--- src/sv/swhc_pkg.sv ---
// ----------------------------------------------------------------------------
// swhc_pkg
// Shared types and constants of the sliding window hit counter.
// ----------------------------------------------------------------------------
package swhc_pkg;

  localparam int MAX_ENTRIES  = 512;
  localparam int PTR_W        = $clog2(MAX_ENTRIES);
  localparam int OCC_W        = $clog2(MAX_ENTRIES + 1);
  localparam int TIME_W       = 32;
  localparam int COUNT_W      = 32;
  localparam int WINDOW_W     = 10;
  localparam int TS_W         = 32;
  localparam int OUT_W        = 32;
  localparam logic [WINDOW_W-1:0] WINDOW_RESET = WINDOW_W'(300);

  typedef enum logic [1:0] {
    ST_IDLE,
    ST_READ,
    ST_CHECK,
    ST_HIT
  } state_t;

  typedef struct packed {
    logic load_item;
    logic rd_head;
    logic pop;
    logic commit;
  } dp_cmd_t;

  typedef struct packed {
    logic occ_zero;
    logic expire;
    logic out_free;
  } dp_status_t;

endpackage

--- src/sv/swhc_ctrl.sv ---
// ----------------------------------------------------------------------------
// swhc_ctrl
// Sequencer: accept a transaction, expire old slots one per pass, commit.
// ----------------------------------------------------------------------------
module swhc_ctrl (
  input  logic                clk,
  input  logic                rst,
  input  logic                in_valid,
  output logic                in_stall,
  input  swhc_pkg::dp_status_t status,
  output swhc_pkg::dp_cmd_t    cmd_o
);
  import swhc_pkg::*;

  state_t state, state_next;

  always_ff @(posedge clk) begin
    if (rst) begin
      state <= ST_IDLE;
    end else begin
      state <= state_next;
    end
  end

  always_comb begin
    state_next = state;
    unique case (state)
      ST_IDLE: begin
        if (in_valid) state_next = ST_READ;
      end
      ST_READ: begin
        state_next = status.occ_zero ? ST_HIT : ST_CHECK;
      end
      ST_CHECK: begin
        state_next = status.expire ? ST_READ : ST_HIT;
      end
      ST_HIT: begin
        if (status.out_free) state_next = ST_IDLE;
      end
      default: state_next = ST_IDLE;
    endcase
  end

  always_comb begin
    cmd_o    = '0;
    in_stall = 1'b1;
    unique case (state)
      ST_IDLE: begin
        in_stall       = 1'b0;
        cmd_o.load_item = in_valid;
      end
      ST_READ: begin
        cmd_o.rd_head = !status.occ_zero;
      end
      ST_CHECK: begin
        cmd_o.pop = status.expire;
      end
      ST_HIT: begin
        cmd_o.commit = status.out_free;
      end
      default: in_stall = 1'b1;
    endcase
  end

endmodule

--- config.mk ---
export PLATFORM = sky130hd
export DESIGN_NAME = swhc_ctrl
export DESIGN_NICKNAME = d
export VERILOG_FILES = /design/src/sv/swhc_pkg.sv /design/src/sv/swhc_ctrl.sv
export SDC_FILE = /design/constraint.sdc
export NUM_CORES = 1
export LEC_CHECK = 0
export BUFFER_PORTS_ARGS = -buffer_cell sky130_fd_sc_hd__buf_2
export CAP_MARGIN = 20
export CORE_AREA = 10 10 47 49
export DETAILED_ROUTE_END_ITERATION = 7
export DIE_AREA = 0 0 57 59
export HOLD_SLACK_MARGIN = 0.1
export PLACE_DENSITY = 0.3
export REMOVE_ABC_BUFFERS = 1
export SLEW_MARGIN = 40
export SYNTH_ARGS = -nofsm -noshare
export SYNTH_HDL_FRONTEND = slang
export SYNTH_SLANG_ARGS = --single-unit
--- constraint.sdc ---
create_clock -name clk -period 1.2 [get_ports clk]
set_clock_uncertainty 0.1 [all_clocks]
set_input_delay 0.24 -clock clk [delete_from_list [all_inputs] [get_ports clk]]
set_output_delay 0.24 -clock clk [all_outputs]
set_load 0.005 [all_outputs]
==> impl_metrics.env <==
export IMPL_run_status="finished with violations"
export IMPL_violations="setup timing"
export IMPL_clk_pin_slew_ps=30
export IMPL_largest_reg_flops=2
export IMPL_critPathMaxFanout=3
export IMPL_die_y_um=59
export IMPL_syn_to_final_growth_pct=113.3
export IMPL_die_w_um=57
export IMPL_htreeDepth=1
export IMPL_wl_um=447
export IMPL_n_antenna_cell=0
export IMPL_worst_slew_pin_slew_ps=177.9
export IMPL_finalPower_w=0.0002987
export IMPL_required_ps=860
export IMPL_drive_above_1_share_pct=62.50
export IMPL_drv_cap=0
export IMPL_whs_ps=234.3
export IMPL_die_area_sq_mm=0.003363
export IMPL_port_buffers=10
export IMPL_vias=166
export IMPL_final_seq_area_sq_um=42.54
export IMPL_grt_use_total_pct=2.936
export IMPL_p_leak_nw=0.1246
export IMPL_clk_latency_ps=220
export IMPL_yosysSeqAreaShare_pct=35.56
export IMPL_grt_pass1_wl_um=731
export IMPL_hold_path_class="input port to flip-flop"
export IMPL_largestRegisters="state x2"
export IMPL_multi_input_comb_area_sq_um=76.32
export IMPL_maxSlewViolCount=0
export IMPL_ys_ff_latch=2
export IMPL_fin_setup_tns_ps=-317.0
export IMPL_fin_ws_ps=-111.5
export IMPL_dr_pass1_iters=3
export IMPL_cts_setup_buffers=0
export IMPL_start_kind="flip-flop"
export IMPL_std_cell_rows=14
export IMPL_layout_common_cells="buf_2 (10), nor2_1 (4), clkbuf_4 (3)"
export IMPL_first_global_vias=175
export IMPL_layout_commonest_cell="buf_2"
export IMPL_synth_cell_types=10
export IMPL_wl_per_cell_um=9.313
export IMPL_fmax_mhz=762.5
export IMPL_slew_headroom_pct=88.07
export IMPL_worstSetupPathType="flip-flop to output pin"
export IMPL_setup_violations=4
export IMPL_hold_viol=0
export IMPL_period_share_pct=109.3
export IMPL_regMostFlops="state"
export IMPL_min_period_ps=1312
export IMPL_grt_overflow_total=0
export IMPL_grt_setup_unrepaired="true"
export IMPL_r2r_slack_ps=170
export IMPL_cts_tree="built"
export IMPL_nets=40
export IMPL_fillers=172
export IMPL_initial_utilization_pct=8.036
export IMPL_numCtsBuffers=3
export IMPL_gp_congestion=0.6170
export IMPL_final_util_pct=17.14
export IMPL_ant_nets=0
export IMPL_ios=11
export IMPL_cts_root_buf="clkbuf_4"
export IMPL_yosys_warnings=0
export IMPL_drt_vias_per_instance=3.458
export IMPL_cellPowerDensity_mw_per_mm2=1243
export IMPL_synth_area_per_cell_sq_um=7.038
export IMPL_grt_max_degree=6
export IMPL_drc=0
export IMPL_syn_inst=16
export IMPL_cts_sinks=2
export IMPL_clockBufferDepth=2
export IMPL_fp_coreArea_sq_mm=0.001401
export IMPL_syn_area_sq_um=112.6
export IMPL_drt_iter0_drc=2
export IMPL_critPathCaptureType="output pin"
export IMPL_peakVddDrop_mv=0.3553
export IMPL_antenna_found_initial=0
export IMPL_cp_arrival_ps=970
==> where the power goes <==
group / leakage, nW / switching [W] / total (W) / internal, W
Clock: 0.0138 / 0.0000382 / 0.000149 / 0.000110
Sequential: 0.0172 / 0.00000578 / 0.0000809 / 0.0000751
Combinational: 0.0936 / 0.0000288 / 0.0000692 / 0.0000404
==> timing repair <==
item,CTS,global route
cloned,0,0
endpoints found under the hold margin,2,0
hold buffers,1,0
setup endpoints to repair,5,5
pin swaps,2,0
resized for setup,4,0
==> layout make-up <==
cell class	instances	area share [%]
Timing Repair Buffer	13	31.25
Clock buffer	3	9.375
Inverter	1	1.563
Tap cell	16	8.333
Sequential cell	2	17.71
Multi-Input combinational cell	13	31.77
==> critical path, stage by stage (launching register included) <==
cell and delay (ps):
dfxtp_2 310, or2_4 250, nor2_1 70, buf_2 110
==> path summary, 6_finish.rpt <==
| path | startpoint | endpoint | depth (start not counted) |
|---|---|---|---|
| worst max-delay path | state[1] | cmd_o[3] | 3 |
| worst max register to register | state[1] | state[0] | 4 |
| worst min-delay path | status[1] | state[1] | 4 |
| worst min register to register | state[0] | state[0] | 2 |
==> metrics by stage <==
step	cells	worst slack (ps)	cell area, sq um
finish	48	-111.5	240.2
global route	48	-168.6	240.2
CTS	48	-128.1	240.2
detailed placement	44	16.51	197.7
global placement	44	24.54	197.7
floorplan	16	96.28	112.6
==> per-layer routing <==
layer | part of all wire, % | global-route usage (%) | routed length [um] | vias up
met4 | 0 | 2.013 | 0 | 0
li1 | - | - | - | 87
met2 | 36 | 2.636 | 159 | 9
met1 | 49 | 3.318 | 219 | 70
met5 | 0 | 0 | 0 | -
met3 | 15 | 3.648 | 68 | 0
==> cell families (layout without fill, tap and decap cells) <==
kind of cell,Yosys count,count (layout),share of synthesized area (%)
buffers and inverters,1,17,3.330
DFF,2,2,35.56
and+or+nand+nor,10,10,45.56
AOI/OAI and AO/OA,3,3,15.55
==> synth_stat cells, drive strengths merged <==
library cell,number,area (sq um)
dfxtp,2,40.04
nor3b,2,15.01
or2,1,6.260
o21ai,1,5.000
a21oi,1,5.000
and3,1,7.510
inv,1,3.750
nor2,4,15.01
nand2,2,7.510
a211oi,1,7.510
No activity file was read; power rests on OpenSTA's default activity.
